===== src/design/ax25u_pkg.sv =====
package ax25u_pkg;

  localparam int unsigned CALL_LEN = 6;

  localparam logic [7:0] CTRL_UI    = 8'h03;
  localparam logic [7:0] PID_NO_L3  = 8'hf0;
  localparam logic [6:0] CHAR_SPACE = 7'h20;

  typedef enum logic [4:0] {
    PH_ADDR  = 5'b00001,
    PH_CTRL  = 5'b00010,
    PH_PID   = 5'b00100,
    PH_DATA  = 5'b01000,
    PH_DRAIN = 5'b10000
  } phase_t;

  typedef enum logic [1:0] {
    KIND_SKIP     = 2'd0,
    KIND_CALL     = 2'd1,
    KIND_ADDR_END = 2'd2,
    KIND_PAYLOAD  = 2'd3
  } item_kind_t;

  typedef enum logic [2:0] {
    ST_OK     = 3'd0,
    ST_FORMAT = 3'd1,
    ST_SHORT  = 3'd2,
    ST_UNSUP  = 3'd3,
    ST_LONG   = 3'd4
  } status_t;

  // frame parse state, payload counter lives beside it (its width is a parameter)
  typedef struct packed {
    phase_t      phase;
    logic [2:0]  byte_in_address;
    logic [3:0]  address_count;
    logic        saw_pad_space;
    logic        saw_call_char;
    logic        control_ok;
    status_t     error_code;
  } state_t;

  localparam state_t STATE_RESET = '{
    phase:           PH_ADDR,
    byte_in_address: 3'd0,
    address_count:   4'd0,
    saw_pad_space:   1'b0,
    saw_call_char:   1'b0,
    control_ok:      1'b0,
    error_code:      ST_OK
  };

  typedef struct packed {
    item_kind_t  item_kind;
    logic [7:0]  out_data;
    logic [3:0]  addr_index;
    logic [3:0]  ssid_value;
    logic        repeated_flag;
    logic        frame_done;
    status_t     status;
  } result_t;

  function automatic logic is_call_char(input logic [6:0] c);
    logic digit;
    logic upper;
    logic lower;
    digit = (c >= 7'h30) && (c <= 7'h39);
    upper = (c >= 7'h41) && (c <= 7'h5a);
    lower = (c >= 7'h61) && (c <= 7'h7a);
    return digit || upper || lower;
  endfunction

endpackage


===== src/design/ax25u_byte_if.sv =====
interface ax25u_byte_if;
  logic       valid;
  logic       ready;
  logic [7:0] rx_byte;
  logic       frame_end;

  modport source (output valid, output rx_byte, output frame_end, input ready);
  modport sink   (input valid, input rx_byte, input frame_end, output ready);
endinterface


===== src/design/ax25u_result_if.sv =====
interface ax25u_result_if;
  logic       valid;
  logic       ready;
  logic [1:0] item_kind;
  logic [7:0] out_data;
  logic [3:0] addr_index;
  logic [3:0] ssid_value;
  logic       repeated_flag;
  logic       frame_done;
  logic [2:0] status;

  modport source (
    output valid, output item_kind, output out_data, output addr_index,
    output ssid_value, output repeated_flag, output frame_done, output status,
    input ready
  );
  modport sink (
    input valid, input item_kind, input out_data, input addr_index,
    input ssid_value, input repeated_flag, input frame_done, input status,
    output ready
  );
endinterface


===== src/design/ax25_ui_header_parser.sv =====
// an accepted byte is held in the input register and then decoded into the result register
// throughput: one byte per cycle while result.ready does not stall the result register,
//   set by the single decode step between the input register and the result register
// reset (rst, synchronous, active high) clears both pipeline valids and returns the
//   parser to the start of a frame; the parser also returns there after every final byte
module ax25_ui_header_parser
  import ax25u_pkg::*;
#(
  parameter int unsigned MAX_ADDRS   = 10,
  parameter int unsigned MAX_PAYLOAD = 256
) (
  input logic            clk,
  input logic            rst,
  ax25u_byte_if.sink     frame,
  ax25u_result_if.source result
);

  localparam int unsigned PCW = $clog2(MAX_PAYLOAD + 1);

  // input register
  logic       in_valid;
  logic [7:0] in_byte;
  logic       in_end;

  // result register
  logic    out_valid;
  result_t out_res;

  // parse state
  state_t         state;
  state_t         state_next;
  logic [PCW-1:0] payload_count;
  logic [PCW-1:0] payload_count_next;
  result_t        res_next;

  logic advance;

  // the input register moves into the result register whenever that one is free
  // or is being emptied in the same cycle; parse state updates on the same edge
  assign advance     = in_valid && (!out_valid || result.ready);
  assign frame.ready = !in_valid || advance;

  ax25u_step #(
    .MAX_ADDRS   (MAX_ADDRS),
    .MAX_PAYLOAD (MAX_PAYLOAD)
  ) u_step (
    .state              (state),
    .payload_count      (payload_count),
    .rx_byte            (in_byte),
    .frame_end          (in_end),
    .state_next         (state_next),
    .payload_count_next (payload_count_next),
    .res                (res_next)
  );

  always_ff @(posedge clk) begin
    if (rst) begin
      in_valid      <= 1'b0;
      out_valid     <= 1'b0;
      state         <= STATE_RESET;
      payload_count <= '0;
    end else begin
      if (frame.ready) begin
        in_valid <= frame.valid;
      end
      if (advance) begin
        out_valid     <= 1'b1;
        state         <= state_next;
        payload_count <= payload_count_next;
      end else if (result.ready) begin
        out_valid <= 1'b0;
      end
    end
  end

  // payload registers, qualified by the valids above
  always_ff @(posedge clk) begin
    if (frame.valid && frame.ready) begin
      in_byte <= frame.rx_byte;
      in_end  <= frame.frame_end;
    end
    if (advance) begin
      out_res <= res_next;
    end
  end

  assign result.valid         = out_valid;
  assign result.item_kind     = out_res.item_kind;
  assign result.out_data      = out_res.out_data;
  assign result.addr_index    = out_res.addr_index;
  assign result.ssid_value    = out_res.ssid_value;
  assign result.repeated_flag = out_res.repeated_flag;
  assign result.frame_done    = out_res.frame_done;
  assign result.status        = out_res.status;

  // a final byte always leaves the parser at the start of a fresh frame
  a_end_resets : assert property (@(posedge clk) disable iff (rst)
    (advance && in_end) |=> (state == STATE_RESET && payload_count == '0))
    else $error("parser state not cleared after final byte");

  // status is only reported with the final byte
  a_status_on_done : assert property (@(posedge clk) disable iff (rst)
    (out_valid && !out_res.frame_done) |-> (out_res.status == ST_OK))
    else $error("status reported before frame end");

  // drain phase is only entered by latching an error
  a_drain_has_error : assert property (@(posedge clk) disable iff (rst)
    (state.phase == PH_DRAIN) |-> (state.error_code != ST_OK))
    else $error("drain phase without an error");

  a_payload_bound : assert property (@(posedge clk) disable iff (rst)
    payload_count <= PCW'(MAX_PAYLOAD))
    else $error("payload counter past limit");

  // a byte taken while draining never produces a decoded item
  a_error_kind : assert property (@(posedge clk) disable iff (rst)
    (advance && state.phase == PH_DRAIN) |=> (out_res.item_kind == KIND_SKIP))
    else $error("decoded item while draining");

endmodule


===== src/design/ax25u_step.sv =====
module ax25u_step
  import ax25u_pkg::*;
#(
  parameter int unsigned MAX_ADDRS   = 10,
  parameter int unsigned MAX_PAYLOAD = 256,
  localparam int unsigned PCW        = $clog2(MAX_PAYLOAD + 1)
) (
  input  state_t         state,
  input  logic [PCW-1:0] payload_count,
  input  logic [7:0]     rx_byte,
  input  logic           frame_end,
  output state_t         state_next,
  output logic [PCW-1:0] payload_count_next,
  output result_t        res
);

  logic [6:0] c;
  logic [3:0] count_inc;

  assign c         = rx_byte[7:1];
  assign count_inc = state.address_count + 4'd1;

  always_comb begin
    state_next         = state;
    payload_count_next = payload_count;
    res                = '0;

    unique case (state.phase)
      PH_ADDR: begin
        if (state.byte_in_address < 3'(CALL_LEN)) begin
          if (c == CHAR_SPACE) begin
            state_next.saw_pad_space   = 1'b1;
            state_next.byte_in_address = state.byte_in_address + 3'd1;
            res.item_kind              = KIND_CALL;
            res.out_data               = {1'b0, c};
            res.addr_index             = state.address_count;
          end else if (!is_call_char(c) || state.saw_pad_space) begin
            state_next.error_code = ST_FORMAT;
            state_next.phase      = PH_DRAIN;
          end else begin
            state_next.saw_call_char   = 1'b1;
            state_next.byte_in_address = state.byte_in_address + 3'd1;
            res.item_kind              = KIND_CALL;
            res.out_data               = {1'b0, c};
            res.addr_index             = state.address_count;
          end
        end else if (!state.saw_call_char) begin
          // all-space callsign
          state_next.error_code = ST_FORMAT;
          state_next.phase      = PH_DRAIN;
        end else begin
          state_next.address_count   = count_inc;
          state_next.byte_in_address = 3'd0;
          state_next.saw_pad_space   = 1'b0;
          state_next.saw_call_char   = 1'b0;
          if (rx_byte[0] && (count_inc < 4'd2)) begin
            // destination flagged as last address
            state_next.error_code = ST_FORMAT;
            state_next.phase      = PH_DRAIN;
          end else if (!rx_byte[0] && (count_inc >= 4'(MAX_ADDRS))) begin
            state_next.error_code = ST_FORMAT;
            state_next.phase      = PH_DRAIN;
          end else begin
            if (rx_byte[0]) begin
              state_next.phase = PH_CTRL;
            end
            res.item_kind     = KIND_ADDR_END;
            res.addr_index    = state.address_count;
            res.ssid_value    = rx_byte[4:1];
            res.repeated_flag = (state.address_count >= 4'd2) && rx_byte[7];
          end
        end
      end
      PH_CTRL: begin
        state_next.control_ok = (rx_byte == CTRL_UI);
        state_next.phase      = PH_PID;
      end
      PH_PID: begin
        if (state.control_ok && (rx_byte == PID_NO_L3)) begin
          state_next.phase = PH_DATA;
        end else begin
          state_next.error_code = ST_UNSUP;
          state_next.phase      = PH_DRAIN;
        end
      end
      PH_DATA: begin
        if (payload_count < PCW'(MAX_PAYLOAD)) begin
          payload_count_next = payload_count + PCW'(1);
          res.item_kind      = KIND_PAYLOAD;
          res.out_data       = rx_byte;
        end else begin
          state_next.error_code = ST_LONG;
          state_next.phase      = PH_DRAIN;
        end
      end
      PH_DRAIN: begin
      end
      default: begin
      end
    endcase

    if (frame_end) begin
      res.frame_done = 1'b1;
      if (state.error_code != ST_OK) begin
        res.status = state.error_code;
      end else if (state_next.error_code != ST_OK) begin
        res.status = state_next.error_code;
      end else if (state_next.phase == PH_ADDR) begin
        res.status = ST_FORMAT;
      end else if (state_next.phase == PH_CTRL || state_next.phase == PH_PID) begin
        res.status = ST_SHORT;
      end else begin
        res.status = ST_OK;
      end
      state_next         = STATE_RESET;
      payload_count_next = '0;
    end
  end

endmodule

===== src/flat_wrapper.sv =====
// flat-port wrapper written by rule: the top's interface ports become plain ports
module ax25_ui_header_parser_flat import ax25u_pkg::*;
#(
  parameter int unsigned MAX_ADDRS   = 10,
  parameter int unsigned MAX_PAYLOAD = 256
)
  (clk, rst, frame_valid, frame_rx_byte, frame_frame_end, frame_ready, result_valid, result_item_kind, result_out_data, result_addr_index, result_ssid_value, result_repeated_flag, result_frame_done, result_status, result_ready);
  ax25u_byte_if frame_i ();
  ax25u_result_if result_i ();
  input logic clk;
  input logic rst;
  input wire logic [$bits(frame_i.valid)-1:0] frame_valid;
  input wire logic [$bits(frame_i.rx_byte)-1:0] frame_rx_byte;
  input wire logic [$bits(frame_i.frame_end)-1:0] frame_frame_end;
  output wire logic [$bits(frame_i.ready)-1:0] frame_ready;
  output wire logic [$bits(result_i.valid)-1:0] result_valid;
  output wire logic [$bits(result_i.item_kind)-1:0] result_item_kind;
  output wire logic [$bits(result_i.out_data)-1:0] result_out_data;
  output wire logic [$bits(result_i.addr_index)-1:0] result_addr_index;
  output wire logic [$bits(result_i.ssid_value)-1:0] result_ssid_value;
  output wire logic [$bits(result_i.repeated_flag)-1:0] result_repeated_flag;
  output wire logic [$bits(result_i.frame_done)-1:0] result_frame_done;
  output wire logic [$bits(result_i.status)-1:0] result_status;
  input wire logic [$bits(result_i.ready)-1:0] result_ready;
  assign frame_i.valid = frame_valid;
  assign frame_i.rx_byte = frame_rx_byte;
  assign frame_i.frame_end = frame_frame_end;
  assign frame_ready = frame_i.ready;
  assign result_valid = result_i.valid;
  assign result_item_kind = result_i.item_kind;
  assign result_out_data = result_i.out_data;
  assign result_addr_index = result_i.addr_index;
  assign result_ssid_value = result_i.ssid_value;
  assign result_repeated_flag = result_i.repeated_flag;
  assign result_frame_done = result_i.frame_done;
  assign result_status = result_i.status;
  assign result_i.ready = result_ready;
  ax25_ui_header_parser #(.MAX_ADDRS(MAX_ADDRS), .MAX_PAYLOAD(MAX_PAYLOAD)) u_core (.clk(clk), .rst(rst), .frame(frame_i), .result(result_i));
endmodule

===== config.mk =====
export PLATFORM = sky130hd
export DESIGN_NAME = ax25_ui_header_parser_flat
export DESIGN_NICKNAME = d
export VERILOG_FILES = /design/src/design/ax25u_pkg.sv /design/src/design/ax25u_byte_if.sv /design/src/design/ax25u_result_if.sv /design/src/design/ax25_ui_header_parser.sv /design/src/design/ax25u_step.sv /design/src/flat_wrapper.sv
export SDC_FILE = /design/constraint.sdc
export NUM_CORES = 1
export LEC_CHECK = 0
export BUFFER_PORTS_ARGS = -buffer_cell sky130_fd_sc_hd__buf_4
export CORE_MARGIN = 2
export CORE_UTILIZATION = 40
export DETAILED_ROUTE_END_ITERATION = 6
export GPL_TIMING_DRIVEN = 0
export REMOVE_ABC_BUFFERS = 1
export SLEW_MARGIN = 10
export SYNTH_ARGS = -nofsm -noshare
export SYNTH_HDL_FRONTEND = slang
export SYNTH_SLANG_ARGS = --single-unit

===== constraint.sdc =====
create_clock -name clk -period 5.2 [get_ports clk]
set_input_delay 0 -clock clk [delete_from_list [all_inputs] [get_ports clk]]
set_output_delay 0 -clock clk [all_outputs]
set_load 0.02 [all_outputs]

# After elaboration in Yosys (flattened, before gate mapping)
# Index checks and enable logic that the tools add are counted.
# W data, S select, Z words.
# totals
latchBits	0
ram_bits	0
in_bits	13
n_memories	0
register_bits	61
output_inout_bits	25
rom_bits	0
wordCells	138
# classes
bitwise	2
n_eq_ne	15
mul	0
magnitude_cmp	11
n_reduce_logical	35
div	0
shifts	0
muxes	53
addsub	3
# ops
operator	n
$mux W9	8
$mux W5	8
$mux W3	12
$mux W13	2
$pmux W10 S2	1
$pmux W5 S4	1
$mux W18	1
$mux W8	2
$reduce_and A4 Y1	4
$ge A7 B7 Y1 const B	2
$le A7 B7 Y1 const B	2
$mux W2	7
$mux W4	3
$reduce_bool A2 Y1	6
$eq A5 B1 Y1 const B	2
$eq A5 B2 Y1 const B	2
$eq A5 B3 Y1 const B	2
$mux W10	1
$add A9 B1 Y9 const B	1
$logic_and A1 B1 Y1	9
$lt A9 B9 Y1 const B	1
$pmux W3 S3	1
$reduce_bool A3 Y1	3
$eq A8 B2 Y1 const B	1
other kinds (22)	37

# Logic depth before layout (Yosys ltp)
# Gate-level depths: netlist of run 1.
# depth
word_depth	17
mapped_depth	9
ltp_nobuf	8

# Cells and area by module
# From an unflattened synthesis of run 1, not the netlist that was laid out.
# unflattened
cells_unflattened	365
area_unflattened_um2	3545.9
# by_module_without_submodules
module	seq_area_each_um2	instances	area_each_um2	cells_per_inst
ax25_ui_header_parser	1541.5	1	2257.2	159
ax25u_step	0.0	1	1288.7	206

# Least setup slack after synthesis of run 1
# OpenSTA, ideal clock, no wires.
# synth_timing
kind	register -> register
from	register, netlist name u_core.state[6]
to	register u_core.out_res, in the netlist u_core.result.status[1] (data pin)
arrival_ns	2.222
setup_time_ns	0.165
stages_incl_launch_ff	9
slack_ns	2.814
path_buffers	1
synth_period_minus_slack_ns	2.386
t_required_ns	5.035
path_cell_list	dfxtp_1 buf_2 inv_1 ha_1 and3_1 a2111oi_1 o31ai_2 or3_4 o31ai_2
# synth_via
elab_chain_cells	14
word_cells_on_any_way	24
classes_between	1 x add/sub; 2 x order compare; 3 x eq/ne; 14 x mux; 4 x reduce/logical
# synth_lines
item	line	rtl
$add A4 B1 Y4 (*)	ax25u_step.sv:21	assign count_inc = state.address_count + 4'd1;
$ge A4 B4 Y1	ax25u_step.sv:60	end else if (!rx_byte[0] && (count_inc >= 4'(MAX_ADDRS))) begin
$logic_and A1 B1 Y1	ax25u_step.sv:60	
$mux W5	ax25u_step.sv:60	
$mux W5	ax25u_step.sv:56	if (rx_byte[0] && (count_inc < 4'd2)) begin
$mux W5	ax25u_step.sv:47	end else if (!state.saw_call_char) begin
$mux W8	ax25u_step.sv:30	if (state.byte_in_address < 3'(CALL_LEN)) begin
$pmux W5 S4	ax25u_step.sv:28	unique case (state.phase)
$eq A5 B2 Y1 or $eq A5 B3 Y1 (tied branches)	ax25u_step.sv:110	end else if (state_next.phase == PH_CTRL || state_next.phase == PH_PID) begin
$logic_or A1 B1 Y1	ax25u_step.sv:110	
$mux W2	ax25u_step.sv:110	
$mux W2	ax25u_step.sv:108	end else if (state_next.phase == PH_ADDR) begin
$mux W3 (*)	ax25u_step.sv:106	end else if (state_next.error_code != ST_OK) begin
$mux W3 (*)	ax25u_step.sv:104	if (state.error_code != ST_OK) begin
end signal, assigned	ax25_ui_header_parser.sv:83	out_res <= res_next;
end, declared	ax25_ui_header_parser.sv:27	result_t out_res;
# Every way passes the cells marked *; elsewhere a longest branch is shown, timed or not.
# A chain may end at the register's enable or synchronous reset.

# Final worst setup path of run 1
# layout_timing
from	register u_core.out_valid, in the netlist u_core.result.valid
to	register u_core.payload_count[5]
# layout_via
elab_chain_cells	4
# layout_lines
item	line	rtl
start, declared	ax25_ui_header_parser.sv:26	logic out_valid;
start signal, assigned	ax25_ui_header_parser.sv:59	out_valid <= 1'b0;
start signal, assigned	ax25_ui_header_parser.sv:67	out_valid <= 1'b1;
start signal, assigned	ax25_ui_header_parser.sv:71	out_valid <= 1'b0;
$logic_not A1 Y1	ax25_ui_header_parser.sv:40	assign advance = in_valid && (!out_valid || result.ready);
$logic_or A1 B1 Y1	ax25_ui_header_parser.sv:40	
$logic_and A1 B1 Y1	ax25_ui_header_parser.sv:40	
$reduce_and A3 Y1 (no source line)	-	
end signal, assigned	ax25_ui_header_parser.sv:69	payload_count <= payload_count_next;
end, declared	ax25_ui_header_parser.sv:32	logic [PCW-1:0] payload_count;
# No other way between the ends.

==> summary.txt, run 1 <==
Placement
  • Worst slack, placed: 2.48 ns
  • Placed wire-length estimate: 4590 um
  • Gpl congestion: 0.784
  • IO buf count: 37
  • Placed cell areas: 0.00347 mm^2

Hold path
  • Worst Hold Class: in -> reg
  • Hold depth: 2

Detailed routing
  • DRT Wirelength: 6910 um
  • Drt initial violations: 164
  • Drt drc: 0
  • Vias/cell: 5.39
  • DR vias: 2535
  • Drt wl/cell: 14.7 um
  • 1st-pass router iterations: 4
  • Post-route ant nets: 0

Synth
  • Post-synth EDFFs: 32
  • Flops & latches, synth: 61
  • Seq/Total Area, Yosys: 48.3%
  • Syn. warnings: 0
  • Cell Area, Synth: 0.00319 mm^2
  • Synth unique cells: 64
  • Largest family of logic cells by synthesized area: simple AND/OR/NAND/NOR gates
  • Simple-gate share of the synthesized area: 23.7%
  • Post-Synth Adder-Cell Area: 1.57%
  • Compound-gate portion of the synthesized area: 18.4%
  • Xor/xnor share of the synthesized area: 2.20%
  • Average cell area after synthesis: 9.75 um^2
  • Mux contribution to synthesized area: 0.942%
  • Most used DFF post-synth: edfxtp_1
  • Post-synth ARST share: 0%
  • Synth Instances: 327

Clock network
  • TritonCTS buffer count: 9
  • H-tree Lvls: 3
  • CTS Buffer Depth: 2
  • Post-CTS Resized: 0
  • Post-CTS setup buffer count: 0
  • Skew-Pair Late Insertion Delay: 0.34 ns
  • # clock sinks: 61
  • Clock-pin slew on the worst setup and hold paths: 0.07 ns
  • CTS tree: yes
  • Root buffer cell: clkbuf_8

Final layout
  • Fin util: 48.8%
  • Final #Nets: 380
  • Design Area, Final: 0.00377 mm^2
  • Most used cells in the layout excluding fill and tap cells: nor2_1, buf_4, edfxtp_1
  • Area Growth Syn to Fin: 18.2%
  • Commonest non-fill, non-tap cell in the layout: nor2_1
  • Ant diodes: 0
  • Layout cell share with drive strength beyond 1: 19.3%

Floorplanning
  • Die width: 93.3 um
  • IO Pins: 38
  • DIE HEIGHT: 93.3 um
  • Die area: 0.00870 mm^2
  • Std cell rows: 32
  • Initial Util: 41.3%
  • Core Area: 0.00773 mm^2

Setup path
  • Critical Path RT: 5.43 ns
  • Crit Path Class: reg -> reg
  • Max Fanout on Critical Path: 35
  • Crit-path cells: nor2b_1 -> nand2b_1 -> clkinv_1 -> o2111a_1 -> nand3_1 -> xor2_1 -> nor2_1
  • R2R cell count: 7
  • CP arrival: 3.25 ns
  • Largest stage delay on the critical path: 1.02 ns
  • Crit. path cell count: 7
  • CP delay by family, top: buffers and inverters
  • R2R setup slack: 2.18 ns
  • Crit path buffers/inverters: 1
  • CP Capture Type: register
  • Worst setup SP type: register
  • Slowest cell on the critical path: clkinv_1

Global route
  • Initial antenna violation count: 0
  • GR Layer Usage met1: 22.7%
  • Global-route met3 utilization: 5.32%
  • GRT Residual Overflow: 0
  • Largest net degree at the start of global routing: 36
  • GRT busiest layer: met2
  • Global-route wire length before repair: 11600 um
  • Met2 usage in global routing: 27.0%
  • All-Layer GR Usage: 17.1%
  • Vias in the first global route: 2378

Timing
  • Peak Freq: 331 MHz
  • Fin crit period: 3.02 ns
  • Post-layout worst setup margin: 2.18 ns
  • Worst Tran Pin Value: 1.12 ns
  • Final setup viols: 0
  • Final Slew Violations: 0
  • RSZ-0062 raised after global routing: no
  • Setup TNS: 0 ns
  • Clock Skew: 0.00879 ns
  • Max-slew headroom: 25.0%
  • Final Hold Viols: 0
  • Period utilisation layout: 58.1%

Power
  • PwrDens: 285 mW/mm^2
  • Leakage: 1.41 nW
  • Max VDD drop: 0.157 mV

Job
  • Max-Cap Viols: 0

Run status
  • Outcome: finished, final reports clean
-- logic make-up (layout without fill, tap and decap cells) --
family                   after synthesis  after routing
AO/OA/AOI/OAI                         82             82
multiplexers                           3              3
AND/OR/NAND/NOR                      139            139
adder cells (fa/ha/maj)                4              4
flip-flops                            61             61
buffers and inverters                 30             71
XOR/XNOR                               8              8
-- final cells by class --
type	count	area (um^2)
clock buffers	12	145
fillers	720	3960
clock inverters	4	47.5
well taps	102	128
inverters	7	26.3
flip-flops and latches	61	1540
repair buffers	48	388
multi-input cells	236	1490
-- through the flow --
stage | hold slack (ns) | instances | total power [mW]
after global placement | 0.179 | 443 | 0.661
after CTS | 0.0113 | 470 | 1.08
after floorplan | 0.0691 | 304 | 0.618
after detailed placement | 0.179 | 443 | 0.662
final | 0.0160 | 470 | 1.07
after global routing | 0.00652 | 470 | 1.12
-- state kept, by name, indices dropped and copies added, names as in the netlist --
signal,cells
u_core.result.out_data,8
u_core.result.frame_done,1
u_core.result.ssid_value,4
u_core.in_byte,8
u_core.result.valid,1
u_core.state,18
u_core.in_end,1
u_core.result.repeated_flag,1
u_core.in_valid,1
u_core.result.addr_index,4
u_core.result.item_kind,2
u_core.payload_count,9
u_core.result.status,3
-- power breakdown --
part | switching, mW | total, mW | internal (mW)
registers | 0.0193 | 0.544 | 0.525
logic | 0.0646 | 0.114 | 0.0495
clock network | 0.181 | 0.414 | 0.233
total | 0.265 | 1.07 | 0.807
-- cell usage after synthesis (all sizes together) (2+ instances only) --
cell type / instances / area, um^2
o21a: 2 / 15.0
nand4: 5 / 31.3
o311ai: 2 / 17.5
a211oi: 2 / 27.5
a22oi: 4 / 30.0
nor2: 45 / 169
a22o: 7 / 65.1
nor4: 4 / 40.0
edfxtp: 32 / 961
or2: 5 / 31.3
nand2: 15 / 56.3
buf: 8 / 51.3
nor3b: 7 / 57.6
a21o: 3 / 22.5
mux2i: 3 / 30.0
nand2b: 5 / 31.3
a211o: 2 / 17.5
a2111oi: 2 / 18.8
clkbuf: 15 / 77.6
or3: 5 / 36.3
and2: 5 / 31.3
and3: 8 / 51.3
a21oi: 22 / 118
xnor2: 2 / 17.5
nor3: 13 / 65.1
nor2b: 6 / 37.5
ha: 4 / 50.1
inv: 7 / 26.3
xor2: 6 / 52.6
o41ai: 2 / 17.5
a31oi: 7 / 43.8
dfxtp: 29 / 581
o31ai: 4 / 45.1
o21ai: 14 / 70.1
nand3: 7 / 35.0
nand3b: 3 / 22.5
-- routing by layer --
| layer | share of wire (%) | wire (um) | up-vias |
|---|---|---|---|
| li1 | - | - | 1281 |
| met1 | 47 | 3270 | 1188 |
| met2 | 46 | 3200 | 60 |
| met3 | 5.2 | 361 | 6 |
| met4 | 1.2 | 82 | 0 |
| met5 | 0 | 0 | - |
-- final timing paths --
| path | end | start |
|---|---|---|
| max | u_core.payload_count[5]$_SDFFE_PP0P_ | u_core.result.valid$_SDFFE_PP0P_ |
| min | u_core.state[10]$_SDFFE_PP0P_ | rst |
| max reg2reg | u_core.payload_count[5]$_SDFFE_PP0P_ | u_core.result.valid$_SDFFE_PP0P_ |
| min reg2reg | u_core.payload_count[6]$_SDFFE_PP0P_ | u_core.payload_count[6]$_SDFFE_PP0P_ |
-- worst register-to-register path: stages, from the launching register on --
cell,delay [ns]
dfxtp_1,0.34
nor2b_1,0.23
nand2b_1,0.45
clkinv_1,1.03
o2111a_1,0.53
nand3_1,0.12
xor2_1,0.16
nor2_1,0.05
-- timing repair --
item | in CTS | in global routing
endpoints found under the setup margin | 0 | 0
hold endpoints to repair | 11 | 0
hold buffers | 11 | 0
(Power assumes the default switching activity.)
==> run 2: changes to the inputs <==
==> constraint.sdc (replaced) <==
create_clock -name clk -period 2.9 [get_ports clk]
set_input_delay 0 -clock clk [delete_from_list [all_inputs] [get_ports clk]]
set_output_delay 0 -clock clk [all_outputs]
set_load 0.02 [all_outputs]
==> run 2 against run 1 <==
  * Routed wire length rose by 2.7%
  * Die area did not move
  * Sequential power grew 79%
  * Worst setup slack worse by 1.9 ns
  * Power up 80%
  * Via count grew 0.55%
  * Count of clock-buffer cells in the layout did not move
  * Sequential cell count is the same
  * Cell area increased by 0.33%
  * Critical path depth unchanged
  * Critical path type unchanged
  * Largest cell class unchanged
==> summary.txt, run 2 (synthesis results as in run 1) <==
Run status
  • Outcome: finished, final reports clean

Setup path
  • CP Capture Type: register
  • Largest stage delay on the critical path: 0.52 ns (-0.50 ns)
  • Most used cell, CP: o31ai_2
  • Slowest cell on the critical path: dfxtp_1
  • CP startpoint: u_core.state[7]$_SDFFE_PP0P_
  • Critical Path RT: 3.07 ns (-2.36 ns)
  • Crit-path cells: ha_1 -> xnor2_1 -> a2111oi_0 -> a2111oi_1 -> o31ai_2 -> or3_4 -> o31ai_2
  • Crit path buffers/inverters: 0 (-1)
  • Crit Path Class: reg -> reg
  • Worst setup SP type: register
  • CP arrival: 2.82 ns (-0.43 ns)
  • CP delay by family, top: compound AO/OA/AOI/OAI gates
  • R2R setup slack: 0.25 ns (-1.93 ns)
  • Worst r2r src: u_core.state[7]$_SDFFE_PP0P_
  • Max Fanout on Critical Path: 11 (-69%)

Placement
  • Placed wire-length estimate: 4590 um (unchanged)
  • IO buf count: 37 (unchanged)
  • Gpl congestion: 0.784 (unchanged)
  • Placed cell areas: 0.00347 mm^2 (unchanged)

Power
  • Combinational Power Share: 10.8% (+0.2 points)
  • PwrDens: 509 mW/mm^2 (+79%)
  • Max VDD drop: 0.282 mV (+80%)
  • Clock power frac: 38.5% (about the same)
  • Internal: 1.45 mW (+79%)
  • Leakage: 1.41 nW (-0.12%)
  • Sw Ratio: 24.8% (+0.085 points)
  • Part of the power in registers: 50.7% (about the same)
  • Psw: 0.478 mW (+80%)

Global route
  • Initial antenna violation count: 0 (unchanged)
  • Vias in the first global route: 2378 (unchanged)
  • Global-route wire length before repair: 11600 um (unchanged)
  • All-Layer GR Usage: 17.1% (unchanged)
  • Largest net degree at the start of global routing: 36 (unchanged)
  • GRT Residual Overflow: 0 (unchanged)

Timing
  • Clock Skew: 0.0104 ns (+0.00162 ns)
  • Final setup viols: 0 (unchanged)
  • Max-slew headroom: 43.7% (+19 points)
  • Period utilisation layout: 91.4% (+33 points)
  • Final Slew Violations: 0 (unchanged)
  • Final Hold Viols: 0 (unchanged)
  • RSZ-0062 raised after global routing: no
  • Peak Freq: 377 MHz (+14%)
  • Worst Tran Pin Value: 0.840 ns (-0.278 ns)
  • Setup TNS: 0 ns (unchanged)
  • Fin crit period: 2.65 ns (-0.373 ns)

Detailed routing
  • Drt drc: 0 (unchanged)
  • 1st-pass router iterations: 4 (unchanged)
  • Drt initial violations: 188 (+15%)
  • DR vias: 2549 (+0.55%)
  • DRT Wirelength: 7100 um (+2.7%)
  • Vias/cell: 5.41 (+0.34%)
  • Post-route ant nets: 0 (unchanged)
  • Drt wl/cell: 15.1 um (+2.5%)

Clock network
  • TritonCTS buffer count: 9 (unchanged)
  • CTS Buffer Depth: 2 (unchanged)
  • H-tree Lvls: 3 (unchanged)
  • CTS tree: yes
  • Clock-pin slew on the worst setup and hold paths: 0.07 ns (about the same)
  • Post-CTS setup buffer count: 0 (unchanged)
  • Skew-Pair Late Insertion Delay: 0.34 ns (about the same)
  • # clock sinks: 61 (unchanged)
  • Root buffer cell: clkbuf_8

Final layout
  • Layout cell share with drive strength beyond 1: 20.1% (+0.76 points)
  • Max reg flops: 18 (unchanged)
  • Biggest register: u_core.state
  • Commonest non-fill, non-tap cell in the layout: nor2_1
  • Ant diodes: 0 (unchanged)
  • Area Growth Syn to Fin: 18.6%
  • Final #Nets: 381 (+0.26%)
  • Biggest registers after layout: u_core.state: 18 flops, u_core.payload_count: 9 flops
  • Most used cells in the layout excluding fill and tap cells: nor2_1, buf_4, edfxtp_1
  • Design Area, Final: 0.00378 mm^2 (+0.33%)

Job
  • Max-Cap Viols: 0 (unchanged)

Floorplanning
  • Core Area: 0.00773 mm^2 (unchanged)
  • Die width: 93.3 um (unchanged)
  • Initial Util: 41.3% (unchanged)
  • Die area: 0.00870 mm^2 (unchanged)
  • IO Pins: 38 (unchanged)
  • DIE HEIGHT: 93.3 um (unchanged)
  • Std cell rows: 32 (unchanged)

Hold path
  • Worst Hold Class: in -> reg
  • Hold_sp: rst
==> run 2: changes by cell type in the layout (fill, tap and decap cells not counted) <==
cell | previous run | this run
a21oi_1 | 20 | 19
clkinvlp_4 | 1 | 2
clkinv_1 | 1 | 0
a21oi_2 | 2 | 3
clkinvlp_2 | 0 | 1
==> run 2: per-stage QoR <==
stage               setup WS (ns)  hold WS [ns]  utilization [%]  cells  power (mW)
floorplan                   0.519        0.0691                -    304        1.11
global placement            0.160         0.179             44.9    443        1.19
detailed placement          0.184         0.179             44.9    443        1.19
CTS                         0.165        0.0113             48.8    470        1.94
global route               0.0323       0.00652             48.9    471        2.02
finish                      0.250        0.0166             48.9    471        1.93
==> run 2: power by group through the flow <==
stage | combinational, mW | sequential [mW] | clock, mW
after floorplan | 0.105 | 1.00 | 0
after CTS | 0.205 | 0.975 | 0.762
after global routing | 0.228 | 0.979 | 0.808
after detailed placement | 0.193 | 0.994 | 0
final | 0.208 | 0.975 | 0.742
after global placement | 0.191 | 0.994 | 0
==> run 2: final timing paths <==
path / to / cells past startpoint
worst max-delay path: u_core.result.status[1]$_SDFFCE_PN0P_ / 7
worst min register to register: u_core.state[11]$_SDFFE_PP0P_ / 2
worst min-delay path: u_core.result.valid$_SDFFE_PP0P_ / 2
worst max register to register: u_core.result.status[1]$_SDFFCE_PN0P_ / 7
==> run 2: layer usage <==
layer,routed length [um],up-vias,GRT usage (%)
met5,0,-,0
met4,72,0,4.78
met3,369,4,5.32
met2,3340,66,27.0
met1,3320,1199,22.7
li1,-,1280,-
==> run 2: what timing repair did <==
action,in CTS,in global routing
resized for setup,0,2
hold buffers,11,0
endpoints found under the setup margin,0,40
hold endpoints to repair,11,0
==> run 2: layout make-up <==
class,instances,area [um^2]
multi-input combinational,236,1500
tap,102,128
inverter,7,30.0
clock inverter,4,47.5
timing repair inverter,1,5.00
timing repair buffer,48,388
sequential,61,1540
fill,716,3950
clock buffer,12,145
